File: src/hdl/clns_pkg.sv
// Shared types, codes and step tables for the character LCD nibble sequencer.
package clns_pkg;

  localparam int OP_W    = 3;
  localparam int VAL_W   = 8;
  localparam int NIB_W   = 4;
  localparam int HOLD_W  = 14;
  localparam int IDX_W   = 5;

  // request codes
  localparam logic [OP_W-1:0] OP_INIT  = 3'd0;
  localparam logic [OP_W-1:0] OP_CMD   = 3'd1;
  localparam logic [OP_W-1:0] OP_CHAR  = 3'd2;
  localparam logic [OP_W-1:0] OP_CLEAR = 3'd3;
  localparam logic [OP_W-1:0] OP_ADDR  = 3'd4;

  // bytes of the fixed sequences
  localparam logic [VAL_W-1:0] FUNC_SET_4BIT = 8'h28;
  localparam logic [VAL_W-1:0] DISP_OFF      = 8'h08;
  localparam logic [VAL_W-1:0] DISP_ON_BLINK = 8'h0F;
  localparam logic [VAL_W-1:0] ENTRY_MODE    = 8'h06;
  localparam logic [VAL_W-1:0] CLEAR_DISP    = 8'h01;
  localparam logic [VAL_W-1:0] DISP_ON       = 8'h0C;
  localparam logic [VAL_W-1:0] SET_DDRAM     = 8'h80;
  localparam logic [NIB_W-1:0] WAKE_NIB      = 4'h3;
  localparam logic [NIB_W-1:0] MODE4_NIB     = 4'h2;

  // hold times in cycles
  localparam logic [HOLD_W-1:0] HOLD_POWER_UP = 14'd15000;
  localparam logic [HOLD_W-1:0] HOLD_WAKE     = 14'd5000;
  localparam logic [HOLD_W-1:0] HOLD_SHORT    = 14'd100;
  localparam logic [HOLD_W-1:0] PULSE_HOLD    = 14'd10;
  localparam logic [HOLD_W-1:0] BYTE_SETTLE   = 14'd40;
  localparam logic [HOLD_W-1:0] CLEAR_SETTLE  = 14'd2040;

  // last step index of each run, and the first byte step of init
  localparam logic [IDX_W-1:0] LAST_INIT  = 5'd24;
  localparam logic [IDX_W-1:0] LAST_CLEAR = 5'd7;
  localparam logic [IDX_W-1:0] LAST_BYTE  = 5'd3;
  localparam logic [IDX_W-1:0] INIT_BYTES = 5'd9;

  typedef struct packed {
    logic [NIB_W-1:0]  nibble;
    logic              sel;
    logic              en;
    logic [HOLD_W-1:0] hold;
  } step_t;

  typedef struct packed {
    logic             load;
    logic             emit;
    logic             last;
    logic [IDX_W-1:0] idx;
  } ctrl_cmd_t;

  function automatic logic op_known(logic [OP_W-1:0] op);
    return op <= OP_ADDR;
  endfunction

  function automatic logic [IDX_W-1:0] last_index(logic [OP_W-1:0] op);
    logic [IDX_W-1:0] n;
    case (op)
      OP_INIT:  n = LAST_INIT;
      OP_CLEAR: n = LAST_CLEAR;
      default:  n = LAST_BYTE;
    endcase
    return n;
  endfunction

  // one of the four steps of a byte: high pulse, high low, low pulse, low settle
  function automatic step_t byte_step(logic [VAL_W-1:0] b, logic sel, logic [1:0] sub,
                                      logic [HOLD_W-1:0] settle);
    step_t s;
    s.nibble = sub[1] ? b[3:0] : b[7:4];
    s.sel    = sel;
    s.en     = ~sub[0];
    s.hold   = sub[0] ? (sub[1] ? settle : '0) : PULSE_HOLD;
    return s;
  endfunction

  function automatic step_t init_step(logic [NIB_W-1:0] held, logic [IDX_W-1:0] k);
    step_t            s;
    logic [IDX_W-1:0] j;
    logic [VAL_W-1:0] b;
    j = k - INIT_BYTES;
    case (j[3:2])
      2'd0:    b = FUNC_SET_4BIT;
      2'd1:    b = DISP_OFF;
      2'd2:    b = DISP_ON_BLINK;
      default: b = ENTRY_MODE;
    endcase
    if (k == '0) begin
      s.nibble = held;
      s.sel    = 1'b0;
      s.en     = 1'b0;
      s.hold   = HOLD_POWER_UP;
    end else if (k < INIT_BYTES) begin
      s.nibble = (k >= 5'd7) ? MODE4_NIB : WAKE_NIB;
      s.sel    = 1'b0;
      s.en     = k[0];
      if (k[0])
        s.hold = PULSE_HOLD;
      else if (k == 5'd2 || k == 5'd6)
        s.hold = HOLD_WAKE;
      else
        s.hold = HOLD_SHORT;
    end else begin
      s = byte_step(b, 1'b0, j[1:0], BYTE_SETTLE);
    end
    return s;
  endfunction

  function automatic step_t step_fields(logic [OP_W-1:0] op, logic [VAL_W-1:0] val,
                                        logic [NIB_W-1:0] held, logic [IDX_W-1:0] k);
    step_t s;
    case (op)
      OP_INIT:  s = init_step(held, k);
      OP_CMD:   s = byte_step(val, 1'b0, k[1:0], BYTE_SETTLE);
      OP_CHAR:  s = byte_step(val, 1'b1, k[1:0], BYTE_SETTLE);
      OP_CLEAR: s = byte_step(k[2] ? DISP_ON : CLEAR_DISP, 1'b0, k[1:0], CLEAR_SETTLE);
      OP_ADDR:  s = byte_step(SET_DDRAM | {1'b0, val[6:0]}, 1'b0, k[1:0], BYTE_SETTLE);
      default:  s = '0;
    endcase
    return s;
  endfunction

endpackage

File: src/hdl/clns_ctrl.sv
// Controller: request handshake, step counter and output valid.
module clns_ctrl (
  input  logic                          clk,
  input  logic                          rst_n,
  input  logic                          in_valid,
  output logic                          in_ready,
  input  logic [clns_pkg::OP_W-1:0]     in_operation,
  output logic                          out_valid,
  input  logic                          out_ready,
  output clns_pkg::ctrl_cmd_t           cmd
);

  localparam logic ST_IDLE = 1'b0;
  localparam logic ST_RUN  = 1'b1;

  logic                          state_r, state_nxt;
  logic [clns_pkg::IDX_W-1:0]    idx_r, idx_nxt;
  logic [clns_pkg::IDX_W-1:0]    last_idx_r, last_idx_nxt;
  logic                          out_valid_r, out_valid_nxt;
  logic                          accept;
  logic                          emit;
  logic                          at_last;

  assign in_ready = (state_r == ST_IDLE);
  assign accept   = in_valid & in_ready;
  assign emit     = (state_r == ST_RUN) & (~out_valid_r | out_ready);
  assign at_last  = (idx_r == last_idx_r);

  assign cmd.load = accept;
  assign cmd.emit = emit;
  assign cmd.last = at_last;
  assign cmd.idx  = idx_r;
  assign out_valid = out_valid_r;

  always_comb begin
    state_nxt     = state_r;
    idx_nxt       = idx_r;
    last_idx_nxt  = last_idx_r;
    out_valid_nxt = out_valid_r;
    if (out_ready)
      out_valid_nxt = 1'b0;
    unique case (state_r)
      ST_IDLE: begin
        if (accept && clns_pkg::op_known(in_operation)) begin
          state_nxt    = ST_RUN;
          idx_nxt      = '0;
          last_idx_nxt = clns_pkg::last_index(in_operation);
        end
      end
      ST_RUN: begin
        if (emit) begin
          out_valid_nxt = 1'b1;
          idx_nxt       = idx_r + 1'b1;
          if (at_last)
            state_nxt = ST_IDLE;
        end
      end
      default: state_nxt = ST_IDLE;
    endcase
  end

  always_ff @(posedge clk) begin
    if (!rst_n) begin
      state_r     <= ST_IDLE;
      idx_r       <= '0;
      last_idx_r  <= '0;
      out_valid_r <= 1'b0;
    end else begin
      state_r     <= state_nxt;
      idx_r       <= idx_nxt;
      last_idx_r  <= last_idx_nxt;
      out_valid_r <= out_valid_nxt;
    end
  end

endmodule

File: src/hdl/clns_dp.sv
// Datapath: request registers, held nibble and the registered output word.
module clns_dp (
  input  logic                          clk,
  input  logic                          rst_n,
  input  clns_pkg::ctrl_cmd_t           cmd,
  input  logic [clns_pkg::OP_W-1:0]     in_operation,
  input  logic [clns_pkg::VAL_W-1:0]    in_value,
  output logic [clns_pkg::NIB_W-1:0]    out_data_nibble,
  output logic                          out_reg_select,
  output logic                          out_enable,
  output logic [clns_pkg::HOLD_W-1:0]   out_hold_cycles,
  output logic                          out_last
);

  logic [clns_pkg::OP_W-1:0]   op_r;
  logic [clns_pkg::VAL_W-1:0]  val_r;
  logic [clns_pkg::NIB_W-1:0]  held_r;
  clns_pkg::step_t             step_r, step_nxt;
  logic                        last_r;

  assign step_nxt = clns_pkg::step_fields(op_r, val_r, held_r, cmd.idx);

  // request capture and output word; no reset needed
  always_ff @(posedge clk) begin
    if (cmd.load) begin
      op_r  <= in_operation;
      val_r <= in_value;
    end
    if (cmd.emit) begin
      step_r <= step_nxt;
      last_r <= cmd.last;
    end
  end

  // data lines as last driven; feeds the first init step
  always_ff @(posedge clk) begin
    if (!rst_n) begin
      held_r <= '0;
    end else if (cmd.emit) begin
      held_r <= step_nxt.nibble;
    end
  end

  assign out_data_nibble = step_r.nibble;
  assign out_reg_select  = step_r.sel;
  assign out_enable      = step_r.en;
  assign out_hold_cycles = step_r.hold;
  assign out_last        = last_r;

endmodule

File: src/hdl/char_lcd_nibble_sequencer.sv
// Top level of the character LCD nibble sequencer (4-bit bus step generator).
//
//  channel | handshake            | word
//  --------+----------------------+-------------------------------------------------
//  in_     | in_valid / in_ready  | operation[2:0], value[7:0]
//  out_    | out_valid / out_ready| data_nibble[3:0], reg_select, enable,
//          |                      | hold_cycles[13:0], last
//
//  One request at a time: in_ready is high only while no run is in progress.
//  A run is 4 steps (command, character, set address), 8 (clear) or 25 (init);
//  the step counter in the controller issues one step a cycle into the output
//  register while out_ready stays high.
//  An unknown operation is accepted and gives no words.
//  A stall on out_ready holds the output word and pauses the step counter.
//  Synchronous reset clears the controller and zeroes the held nibble.
module char_lcd_nibble_sequencer (
  input  logic                          clk,
  input  logic                          rst_n,
  input  logic                          in_valid,
  output logic                          in_ready,
  input  logic [clns_pkg::OP_W-1:0]     in_operation,
  input  logic [clns_pkg::VAL_W-1:0]    in_value,
  output logic                          out_valid,
  input  logic                          out_ready,
  output logic [clns_pkg::NIB_W-1:0]    out_data_nibble,
  output logic                          out_reg_select,
  output logic                          out_enable,
  output logic [clns_pkg::HOLD_W-1:0]   out_hold_cycles,
  output logic                          out_last
);

  // controller to datapath: capture request, emit step idx, last flag
  clns_pkg::ctrl_cmd_t cmd;

  clns_ctrl u_ctrl (
    .clk          (clk),
    .rst_n        (rst_n),
    .in_valid     (in_valid),
    .in_ready     (in_ready),
    .in_operation (in_operation),
    .out_valid    (out_valid),
    .out_ready    (out_ready),
    .cmd          (cmd)
  );

  // step tables live in the package; datapath registers the chosen word
  clns_dp u_dp (
    .clk             (clk),
    .rst_n           (rst_n),
    .cmd             (cmd),
    .in_operation    (in_operation),
    .in_value        (in_value),
    .out_data_nibble (out_data_nibble),
    .out_reg_select  (out_reg_select),
    .out_enable      (out_enable),
    .out_hold_cycles (out_hold_cycles),
    .out_last        (out_last)
  );

endmodule
File: config.mk
export PLATFORM = sky130hd
export DESIGN_NAME = char_lcd_nibble_sequencer
export DESIGN_NICKNAME = d
export VERILOG_FILES = /design/src/hdl/clns_pkg.sv /design/src/hdl/clns_ctrl.sv /design/src/hdl/clns_dp.sv /design/src/hdl/char_lcd_nibble_sequencer.sv
export SDC_FILE = /design/constraint.sdc
export NUM_CORES = 1
export LEC_CHECK = 0
export BUFFER_PORTS_ARGS = -buffer_cell sky130_fd_sc_hd__buf_2
export CAP_MARGIN = 10
export CORE_AREA = 2 2 49 96
export DETAILED_ROUTE_END_ITERATION = 8
export DIE_AREA = 0 0 51 98
export GPL_ROUTABILITY_DRIVEN = 0
export GPL_TIMING_DRIVEN = 0
export PLACE_DENSITY = 0.75
export SETUP_SLACK_MARGIN = 0.05
export SLEW_MARGIN = 20
export SYNTH_ARGS = -nofsm -noshare
export SYNTH_HDL_FRONTEND = slang
export SYNTH_HIERARCHICAL = 1
export SYNTH_SLANG_ARGS = --single-unit
export TNS_END_PERCENT = 5
File: constraint.sdc
create_clock -name clk -period 2.75 [get_ports clk]
set_input_delay 0.1375 -clock clk [delete_from_list [all_inputs] [get_ports clk]]
set_output_delay 0.1375 -clock clk [all_outputs]
set_load 0.02 [all_outputs]
== After elaboration in Yosys (flattened, before gate mapping) ==
Index checks and enable logic that the tools add are counted.

* Flip-flop bits (word level): 48
* Input bits: 15
* Output and inout port bits: 23
* Logic and storage cells: 73

* Add/subtract/negate cells: 2
* Order comparisons: 3
* Equal/unequal tests: 12
* Mux-type cells: 29
* Bitwise gates (word level): 7
* Reductions and logical operators: 8

{| class="wikitable"
|+ Operators with widths
! operator !! number
|-
| $pmux W20 S5 || 1
|-
| $mux W14 || 4
|-
| $mux W20 || 2
|-
| $mux W4 || 5
|-
| $pmux W5 S2 || 2
|-
| $pmux W6 S3 || 1
|-
| $mux W13 || 1
|-
| $mux W6 || 2
|-
| $mux W11 || 1
|-
| $mux W5 || 2
|-
| $eq A3 B2 Y1 const B || 3
|-
| $mux W1 || 7
|-
| $logic_not A3 Y1 || 2
|-
| $add A5 B1 Y5 const B || 1
|-
| $eq A5 B2 Y1 const B || 1
|-
| $eq A5 B3 Y1 const B || 1
|-
| $eq A5 B5 Y1 || 1
|-
| $ge A5 B3 Y1 const B || 1
|-
| $logic_not A5 Y1 || 1
|-
| $lt A5 B4 Y1 const B || 1
|-
| $ne A2 B2 Y1 const B || 2
|-
| $not A1 Y1 || 4
|-
| $reduce_and A2 Y1 || 2
|-
| $sub A4 B4 Y4 const B || 1
|-
| 11 further kinds || 12
|}

== Depth between registers and ports, before layout ==
Gate-level depths: netlist of the first run.

* Word-level depth: 7
* Mapped depth: 8
* Gate-level depth less buffers: 6

== By module ==
The synthesis of the first run kept the hierarchy.

{| class="wikitable"
|+ Modules (own cells, without submodules)
! module !! instances !! cells an instance !! area an instance (µm²) !! seq. area each (µm²)
|-
| clns_dp || 1 || 156 || 1732.9 || 920.9
|-
| clns_ctrl || 1 || 60 || 504.2 || 200.2
|}

== Worst setup path before layout of the first run ==
OpenSTA, ideal clock, no wires.

* Kind: flip-flop to flip-flop
* Start: register u_ctrl/idx_r[0] in the netlist's numbering
* End: register u_dp.step_r (netlist bit u_dp/out_data_nibble[1]), data pin
* Library setup time: 0.256 ns
* Arrival: 1.843 ns
* Required time: 2.494 ns
* Setup slack: 0.650 ns
* Stages on the path, launching flop included: 8
* Path buffers: 1
* Clock period less this slack: 2.100 ns
* Path through: dfxtp_1 clkbuf_1 inv_1 ha_1 nor2b_1 a2111oi_0 o311a_1 o21ai_1

{| class="wikitable"
|+ RTL lines
! what !! line !! text
|-
| start, declared || clns_ctrl.sv:17 || <nowiki>logic [clns_pkg::IDX_W-1:0] idx_r, idx_nxt;</nowiki>
|-
| start signal, assigned || clns_ctrl.sv:70 || <nowiki>idx_r <= idx_nxt;</nowiki>
|-
| end signal, assigned || clns_dp.sv:30 || <nowiki>step_r <= step_nxt;</nowiki>
|-
| end, declared || clns_dp.sv:18 || <nowiki>clns_pkg::step_t step_r, step_nxt;</nowiki>
|}

==> impl_metrics.toml, run 1 <==
[synth]
synth-seq-area-share_pct = 50.1
ys_dominant_reg_cell = "edfxtp_1"
yosys-top-cells-area = "edfxtp_1 38%, dfxtp_1 13%, ha_1 3.4%"
mappedNetlistArea_um2 = 2240
synth_top_cell_area_share_pct = 37.6
synthCells = 216
yosys.area.top_type = "edfxtp_1"
ys_warn_count = 6
ys_seq_elements = 42
avgSynthCellArea_um2 = 10.4
syn_nets = 237
async_flop_share_pct = 0
ys_types = 63
synth_edf_count = 28

[timing]
setup_tns_ns = 0
max_freq_ghz = 0.399
worstMarginPinSlew_ns = 0.498
rsz0062_at_grt = "false"
drv_slew = 0
max-slew-margin-rel_pct = 66.5
final_hold_viol_count = 0
fin_skew_ns = 0.00680
fin_crit_sh_pct = 91.1
finalCriticalPeriod_ns = 2.51
hold_ws_ns = 0.0252
setup_viol = 0

[worst_setup_path]
crit_type = "register to register"
path_max_fanout = 11
worst_ep_required_time_ns = 2.79
end_kind = "register"
crit_path_start_kind = "register"
critical_path_arrival_ns = 2.55

[power]
combPwrFrac_pct = 15.8
clkPwrFrac_pct = 29.2
p_int_w = 0.000993
power_w = 0.00133
pwr-share-seq_pct = 55.1
ir_drop_v = 0.000379
p_per_area_nw_per_um2 = 515
leakage_nw = 1.04
switchingPower_w = 0.000334
p_sw_share_pct = 25.2

[clock_network]
cts_tree = "done"
holdBufCountCts = 0
clock_latency_ns = 0.29
clockBufferDepth = 2
cts_setup_buffers = 0
clk_pin_slew_worst_paths_ns = 0.08
htreeDepth = 2
cts_root_buffer = "clkbuf_8"
cts_buffers = 5
cts_sinks = 42

[cells_and_area]
fillCellCount = 374
multi_input_area_um2 = 957
drive_gt1_share_pct = 26.5
area_delta_synth_final_pct = 15.2
diodes = 0
final_nets = 280
utilization_pct = 60.0
register_area_um2 = 1120

[global_routing]
grt_pass1_wl_um = 7560
first_global_vias = 1699
grt_start_max_net_pins = 19
grt_usage_pct = 20.1
grt_remaining_overflow = 0
antenna_found_initial = 0

[drt]
first_pass_iters = 4
antenna_left = 0
dr_total_vias = 1800
avgRoutedWirePerCell_um = 14.4
vias_per_cell = 5.73
drt_iter0_drc = 61
drc = 0
routed_wirelength_um = 4540

[run_status]
status = "finished, final reports clean"

[floorplanning]
die_w_um = 51
die_y_um = 98
dieArea_um2 = 5000
coreArea_um2 = 4300
top_level_ports = 38
initial_core_util_pct = 52.1
rows = 34

[place]
io_buffers = 36
dpl.hpwl_um = 3420

[worst_hold_path]
hold_class = "input pin to register"

[job]
cap_violations = 0
[through the flow]
stage                     area (um2)  worst slack (ns)  cells
after floorplan                 2240             0.650    216
after global placement          2480             0.232    306
after detailed placement        2480             0.222    306
after CTS                       2570             0.195    314
after global routing            2580            0.0836    314
final                           2580             0.244    314
[registers in the layout (all words and copies together) (netlist names)]
register and flops:
u_ctrl/idx_r 5, u_ctrl/last_idx_r 3, u_ctrl/out_valid 1, u_ctrl/state_r 1, u_dp/held_r 4, u_dp/op_r 3
u_dp/out_data_nibble 4, u_dp/out_hold_cycles 11, u_dp/out_last 1, u_dp/out_reg_select 1, u_dp/val_r 8
[layout make-up]
type	count	area share, %
plain buffers	18	4.47
clock buffers	6	3.21
clock inverters	2	0.291
inverters	12	1.75
multi-input cells	144	37.2
flip-flops and latches	42	43.5
well taps	54	2.62
repair buffers	36	6.99
[per-layer routing]
layer / global-route usage, % / up-vias / part of all wire, %
met1: 19.0 / 832 / 35
li1: - / 876 / -
met3: 4.74 / 18 / 4.7
met5: 0 / - / 0
met2: 36.9 / 74 / 56
met4: 12.1 / 0 / 3.6
[power groups by stage]
stage	registers [W]	logic, W	clock network, W
after floorplan	0.000760	0.000133	0
after global placement	0.000744	0.000203	0
after global routing	0.000735	0.000232	0.000430
after CTS	0.000731	0.000208	0.000402
final	0.000731	0.000210	0.000387
after detailed placement	0.000745	0.000207	0
[final timing paths]
path / cells past startpoint / slack [ns] / endpoint / start
worst max-delay path: 7 / 0.24 / u_dp/out_data_nibble[1] / u_ctrl/idx_r[1]
worst min-delay path: 1 / 0.03 / u_dp/val_r[3] / in_value[3]
worst max register to register: 7 / 0.24 / u_dp/out_data_nibble[1] / u_ctrl/idx_r[1]
worst min register to register: 2 / 0.47 / u_ctrl/last_idx_r[3] / u_ctrl/last_idx_r[3]
[critical path: stages, from the launching register on]
cell       delay, ns
dfxtp_1         0.56
buf_2           0.31
inv_2           0.11
ha_1            0.42
nor2b_1         0.08
a2111oi_0       0.40
o311a_1         0.28
o21ai_1         0.09
[kinds of logic (layout without fill, tap and decap cells)]
| logic type | count (synthesis) | after routing | share of synthesized area (%) |
|---|---|---|---|
| compound gates | 57 | 57 | 17.9 |
| xor+xnor | 6 | 6 | 2.35 |
| fa+ha+maj | 6 | 6 | 3.36 |
| buf+inv | 30 | 74 | 7.10 |
| flops | 42 | 42 | 50.1 |
| mux | 3 | 3 | 1.45 |
| other cells | 1 | 1 | 0.168 |
| simple gates | 71 | 71 | 17.6 |
[cells in the final DEF (no fill, tap or decap), types with 2 or more instances in the layout]
| master | netlist | routed |
|---|---|---|
| a21oi_1 | 11 | 11 |
| a221oi_1 | 2 | 2 |
| a221oi_2 | 2 | 2 |
| a22oi_1 | 2 | 2 |
| a41oi_1 | 3 | 3 |
| buf_2 | 4 | 40 |
| buf_4 | 7 | 7 |
| buf_6 | 2 | 2 |
| clkbuf_1 | 5 | 4 |
| clkbuf_8 | 0 | 6 |
| clkinv_1 | 0 | 2 |
| dfxtp_1 | 14 | 14 |
| edfxtp_1 | 28 | 28 |
| ha_1 | 6 | 6 |
| inv_1 | 9 | 9 |
| inv_2 | 3 | 3 |
| mux2_2 | 2 | 2 |
| nand2_1 | 12 | 12 |
| nand2b_1 | 8 | 8 |
| nand3_1 | 9 | 9 |
| nor2_1 | 18 | 18 |
| nor2b_1 | 2 | 2 |
| nor4_1 | 2 | 2 |
| o2111ai_1 | 2 | 2 |
| o21ai_0 | 6 | 6 |
| o21ai_1 | 11 | 11 |
| or3_1 | 4 | 4 |
| xnor2_1 | 2 | 2 |
| xor2_1 | 4 | 4 |
[synth_stat cells (2+ instances only)]
cell       count
a21oi_1       11
xor2_1         4
mux2_2         2
dfxtp_1       14
nand2b_1       8
buf_4          7
nor2_1        18
a221oi_2       2
a41oi_1        3
nor4_1         2
inv_1          9
nand3_1        9
ha_1           6
a22oi_1        2
a221oi_1       2
buf_6          2
or3_1          4
o21ai_0        6
o21ai_1       11
nor2b_1        2
xnor2_1        2
o2111ai_1      2
edfxtp_1      28
buf_2          4
clkbuf_1       5
nand2_1       12
inv_2          3
[timing repair]
item | CTS | global route
setup endpoints to repair | 0 | 1
gates resized for setup | 0 | 2
hold endpoints to repair | 0 | 0
No activity file was read; power rests on OpenSTA's default activity.
==> run 2, diff against run 1 <==
--- a/config.mk
+++ b/config.mk
@@ -7,12 +7,14 @@
 export LEC_CHECK = 0
 export BUFFER_PORTS_ARGS = -buffer_cell sky130_fd_sc_hd__buf_2
 export CAP_MARGIN = 10
-export CORE_AREA = 2 2 49 96
+export CELL_PAD_IN_SITES_DETAIL_PLACEMENT = 1
+export CELL_PAD_IN_SITES_GLOBAL_PLACEMENT = 2
+export CORE_AREA = 2 2 60 119
 export DETAILED_ROUTE_END_ITERATION = 8
-export DIE_AREA = 0 0 51 98
+export DIE_AREA = 0 0 62 121
 export GPL_ROUTABILITY_DRIVEN = 0
 export GPL_TIMING_DRIVEN = 0
-export PLACE_DENSITY = 0.75
+export PLACE_DENSITY_LB_ADDON = 0.1
 export SETUP_SLACK_MARGIN = 0.05
 export SLEW_MARGIN = 20
 export SYNTH_ARGS = -nofsm -noshare
==> impl_metrics.toml, run 2 (same netlist as run 1, synthesis figures left out) <==
[floorplanning]
dieArea_um2 = 7500
die_y_um = 121
coreArea_um2 = 6570
top_level_ports = 38
initial_core_util_pct = 34.1
die_w_um = 62
rows = 42

[global_routing]
antenna_found_initial = 0
grt_remaining_overflow = 0
first_global_vias = 1772
grt_start_max_net_pins = 19
grt_usage_pct = 16.9
grt_pass1_wl_um = 9080

[cells_and_area]
drive_gt1_share_pct = 27.3
final_area_um2 = 2700
final_common_cell = "buf_2"
final_nets = 280
final_cell_mix = "40 x buf_2, 28 x edfxtp_1, 18 x nor2_1"
diodes = 0
largest_reg_flops = 11
utilization_pct = 41.0
area_delta_synth_final_pct = 20.5

[timing]
max_freq_ghz = 0.424
fin_skew_ns = 0.00805
setup_tns_ns = 0
hold_ws_ns = 0.0223
setup_viol = 0
rsz0062_at_grt = "false"
drv_slew = 0
fin_crit_sh_pct = 85.9
final_hold_viol_count = 0
finalCriticalPeriod_ns = 2.36

[place]
dpl.hpwl_um = 4430
post_dp_cell_area_um2 = 2530
io_buffers = 36

[worst_setup_path]
path_max_fanout = 11
crit_path_start_kind = "register"
crit_start = "u_ctrl/idx_r[1]"
r2r-start = "u_ctrl/idx_r[1]"
worst_ep_required_time_ns = 2.79
end_kind = "register"
slowest_stage = "dfxtp_2"
r2r_slack_ns = 0.39
crit_type = "register to register"
slowest_delay_ns = 0.45
cp_cell_sequence = "buf_2 > inv_2 > ha_1 > nor2b_1 > a2111oi_1 > o311a_1 > o21ai_1"
critical_path_arrival_ns = 2.40

[power]
switchingPower_w = 0.000377
p_sw_share_pct = 23.5
leakage_nw = 1.07
clkPwrFrac_pct = 40.9
combPwrFrac_pct = 13.4
ir_drop_v = 0.000391
p_int_w = 0.00123
p_per_area_nw_per_um2 = 595
pwr-share-seq_pct = 45.8

[clock_network]
cts_setup_buffers = 0
cts_buffers = 5
clockBufferDepth = 2
clk_pin_slew_worst_paths_ns = 0.06
clock_latency_ns = 0.29
cts_sinks = 42
cts_root_buffer = "clkbuf_16"
htreeDepth = 2
cts_tree = "done"

[drt]
first_pass_iters = 4
avgRoutedWirePerCell_um = 16.4
vias_per_cell = 5.15
drt_iter0_drc = 42
dr_total_vias = 1793
drc = 0
routed_wirelength_um = 5690
antenna_left = 0

[job]
cap_violations = 0

[run_status]
status = "finished, final reports clean"

[worst_hold_path]
hold_class = "input pin to register"
hp-start = "in_value[6]"
## run 2: cell types whose count changed in the layout (fill, tap and decap cells not counted), sizes merged
cell	delta
clkbuf	+1
clkinv	-2
bufinv	+1
## run 2: metal layers
metal	routed length, um	up-vias	global-route usage [%]	part of all wire (%)
met3	147	9	2.88	2.6
li1	-	874	-	-
met2	3330	39	31.3	58
met5	0	-	0	0
met4	148	0	8.24	2.6
met1	2070	871	16.6	36
## run 2: per-stage QoR
stage / worst slack [ns] / total power, W / std cells
detailed placement: 0.136 / 0.000963 / 340
floorplan: 0.650 / 0.000893 / 216
global route: 0.129 / 0.00167 / 348
CTS: 0.124 / 0.00162 / 348
finish: 0.389 / 0.00160 / 348
global placement: 0.164 / 0.000960 / 340
## run 2: cell type report
cell class	count	area, um2
Timing Repair Buffer	36	180
Buffer	18	115
Clock buffer	7	133
Fill cell	768	3870
Multi-Input combinational cell	144	958
Tap cell	88	110
Sequential cell	42	1120
Clock inverter	1	30.0
Inverter	12	45.0
## run 2: critical path, delay by kind of cell (launching register included)
family	cells	cell delay, ns
fa+ha+maj	1	0.43
simple gates	1	0.09
compound gates	3	0.74
buf+inv	2	0.40
flops	1	0.45
## run 2: worst paths after layout
path                                                end  cells after the start
worst min register to register     u_ctrl/last_idx_r[3]                      2
worst max register to register  u_dp/out_data_nibble[1]                      7
worst max-delay path            u_dp/out_data_nibble[1]                      7
worst min-delay path                      u_dp/val_r[6]                      1
## run 2: power by group through the flow
stage	sequential, W	clock [W]	combinational [W]
detailed placement	0.000747	0	0.000216
floorplan	0.000760	0	0.000133
finish	0.000734	0.000655	0.000215
global placement	0.000746	0	0.000214
global route	0.000739	0.000689	0.000237
CTS	0.000734	0.000674	0.000217
## run 2: timing repair
| action | 4_1_cts | 5_1_grt |
|---|---|---|
| hold buffers | 0 | 0 |
| setup endpoints to repair | 0 | 4 |
| endpoints found under the hold margin | 0 | 0 |
| gates resized for setup | 0 | 5 |
==> run 3, diff against run 2 <==
--- a/config.mk
+++ b/config.mk
@@ -9,9 +9,9 @@
 export CAP_MARGIN = 10
 export CELL_PAD_IN_SITES_DETAIL_PLACEMENT = 1
 export CELL_PAD_IN_SITES_GLOBAL_PLACEMENT = 2
-export CORE_AREA = 2 2 60 119
+export CORE_AREA = 2 2 70 139
 export DETAILED_ROUTE_END_ITERATION = 8
-export DIE_AREA = 0 0 62 121
+export DIE_AREA = 0 0 72 141
 export GPL_ROUTABILITY_DRIVEN = 0
 export GPL_TIMING_DRIVEN = 0
 export PLACE_DENSITY_LB_ADDON = 0.1
==> impl_metrics.toml, run 3 (same netlist as run 1, synthesis figures left out) <==
[worst_setup_path]
crit_start = "u_ctrl/idx_r[0]"
crit_path_start_kind = "register"
cp_cell_sequence = "clkbuf_2 > inv_1 > ha_1 > nor2b_1 > a2111oi_0 > o311a_1 > o21ai_1"
slowest_delay_ns = 0.49
end_kind = "register"
slowest_stage = "dfxtp_1"
path_max_fanout = 9
crit_buf_inv = 2
cp-endpoint = "u_dp/out_data_nibble[1]"
worst_ep_required_time_ns = 2.79
worst-r2r-cell-count = 7
crit_type = "register to register"
r2r-start = "u_ctrl/idx_r[0]"
critical_path_arrival_ns = 2.49
r2r-end = "u_dp/out_data_nibble[1]"
crit_family = "compound AO/OA/AOI/OAI gates"
crit_cells = 7
r2r_slack_ns = 0.30

[job]
cap_violations = 0

[clock_network]
clk_pin_slew_worst_paths_ns = 0.06
holdBufCountCts = 0
cts_root_buffer = "clkbuf_16"
cts_buffers = 5
htreeDepth = 2
cts_tree = "done"
clockBufferDepth = 2
cts_sinks = 42
clock_latency_ns = 0.29

[timing]
final_hold_viol_count = 0
fin_skew_ns = 0.00754
setup_viol = 0
finalCriticalPeriod_ns = 2.45
timing.final.ws_setup_ns = 0.304
rsz0062_at_grt = "false"
max_freq_ghz = 0.409
hold_ws_ns = 0.0205
setup_tns_ns = 0
fin_crit_sh_pct = 89.0
drv_slew = 0

[power]
leakage_nw = 1.06
switchingPower_w = 0.000389
p_int_w = 0.00113
ir_drop_v = 0.000346
p_per_area_nw_per_um2 = 565
clkPwrFrac_pct = 37.6
p_sw_share_pct = 25.6
pwr-share-seq_pct = 48.2
combPwrFrac_pct = 14.1

[drt]
routed_wirelength_um = 5800
vias_per_cell = 4.83
dr_total_vias = 1757
first_pass_iters = 4
drc = 0
avgRoutedWirePerCell_um = 15.9
drt_iter0_drc = 59
antenna_left = 0

[place]
io_buffers = 36
pre_cts_slack_ns = 0.126
dpl.hpwl_um = 4340

[global_routing]
grt_usage_pct = 12.4
antenna_found_initial = 0
grt_remaining_overflow = 0
grt_start_max_net_pins = 19
first_global_vias = 1846
grt_pass1_wl_um = 9500

[cells_and_area]
final_nets = 280
final_common_cell = "buf_2"
fillCellCount = 1049
drive_gt1_share_pct = 27.3
area_delta_synth_final_pct = 20.2
diodes = 0
largest_reg_flops = 11
final_cell_mix = "40 x buf_2, 28 x edfxtp_1, 18 x nor2_1"

[floorplanning]
die_y_um = 141
dieArea_um2 = 10200
initial_core_util_pct = 24.3
rows = 50
top_level_ports = 38
die_w_um = 72
coreArea_um2 = 9200

[worst_hold_path]
hold_class = "input pin to register"

[run_status]
status = "finished, final reports clean"
==> run 3: changes by cell type in the layout (fill, tap and decap cells not counted), sizes merged <==
cell    change
clkinv      +2
clkbuf      -1
bufinv      -1
==> run 3: cell type report <==
type / count / area, um2 / area share [%]
flip-flops and latches: 42 / 1120 / 41.7
well taps: 104 / 130 / 4.84
clock inverters: 2 / 10.0 / 0.372
multi-input cells: 144 / 957 / 35.6
inverters: 12 / 45.0 / 1.68
clock buffers: 6 / 129 / 4.79
plain buffers: 18 / 115 / 4.28
repair buffers: 36 / 180 / 6.70
==> run 3: power groups by stage <==
stage | registers, W | clock network (W) | logic, W
after detailed placement | 0.000747 | 0 | 0.000217
after floorplan | 0.000760 | 0 | 0.000133
after global placement | 0.000746 | 0 | 0.000216
final | 0.000733 | 0.000572 | 0.000215
after CTS | 0.000733 | 0.000594 | 0.000218
after global routing | 0.000737 | 0.000625 | 0.000240
==> run 3: layer usage <==
| layer | part of all wire (%) | GRT usage, % |
|---|---|---|
| met4 | 2.1 | 5.66 |
| met1 | 43 | 14.4 |
| met5 | 0 | 0 |
| met3 | 2.9 | 2.36 |
| met2 | 52 | 21.4 |
==> run 3: per-stage QoR <==
step | cells | total power, W | utilization [%] | area (um2)
2_1_floorplan | 216 | 0.000893 | - | 2240
3_3_place_gp | 356 | 0.000962 | 27.7 | 2550
3_5_place_dp | 356 | 0.000964 | 27.7 | 2550
4_1_cts | 364 | 0.00155 | 29.2 | 2690
5_1_grt | 364 | 0.00160 | 29.2 | 2690
6_report | 364 | 0.00152 | 29.2 | 2690
==> run 3: worst min path at each step <==
stage	from	to	slack (ns)	cells past startpoint
6_report	in_value[4]	u_dp/val_r[4]	0.02	1
2_1_floorplan	in_operation[0]	u_dp/op_r[0]	0.24	0
3_3_place_gp	in_value[4]	u_dp/val_r[4]	0.31	1
5_1_grt	in_value[1]	u_dp/val_r[1]	0.006	1
3_5_place_dp	in_value[4]	u_dp/val_r[4]	0.32	1
4_1_cts	in_value[4]	u_dp/val_r[4]	0.01	1
==> run 3: repair_timing <==
action / 4_1_cts / 5_1_grt
gates resized for setup: 0 / 3
buffers inserted: 0 / 0
endpoints found under the setup margin: 0 / 4
hold endpoints to repair: 0 / 0
==> run 3: worst register-to-register path, cell delays in order, from the launching register on <==
cell and delay, ns:
dfxtp_1 0.49, clkbuf_2 0.28, inv_1 0.13, ha_1 0.45, nor2b_1 0.08, a2111oi_0 0.42, o311a_1 0.26, o21ai_1 0.09
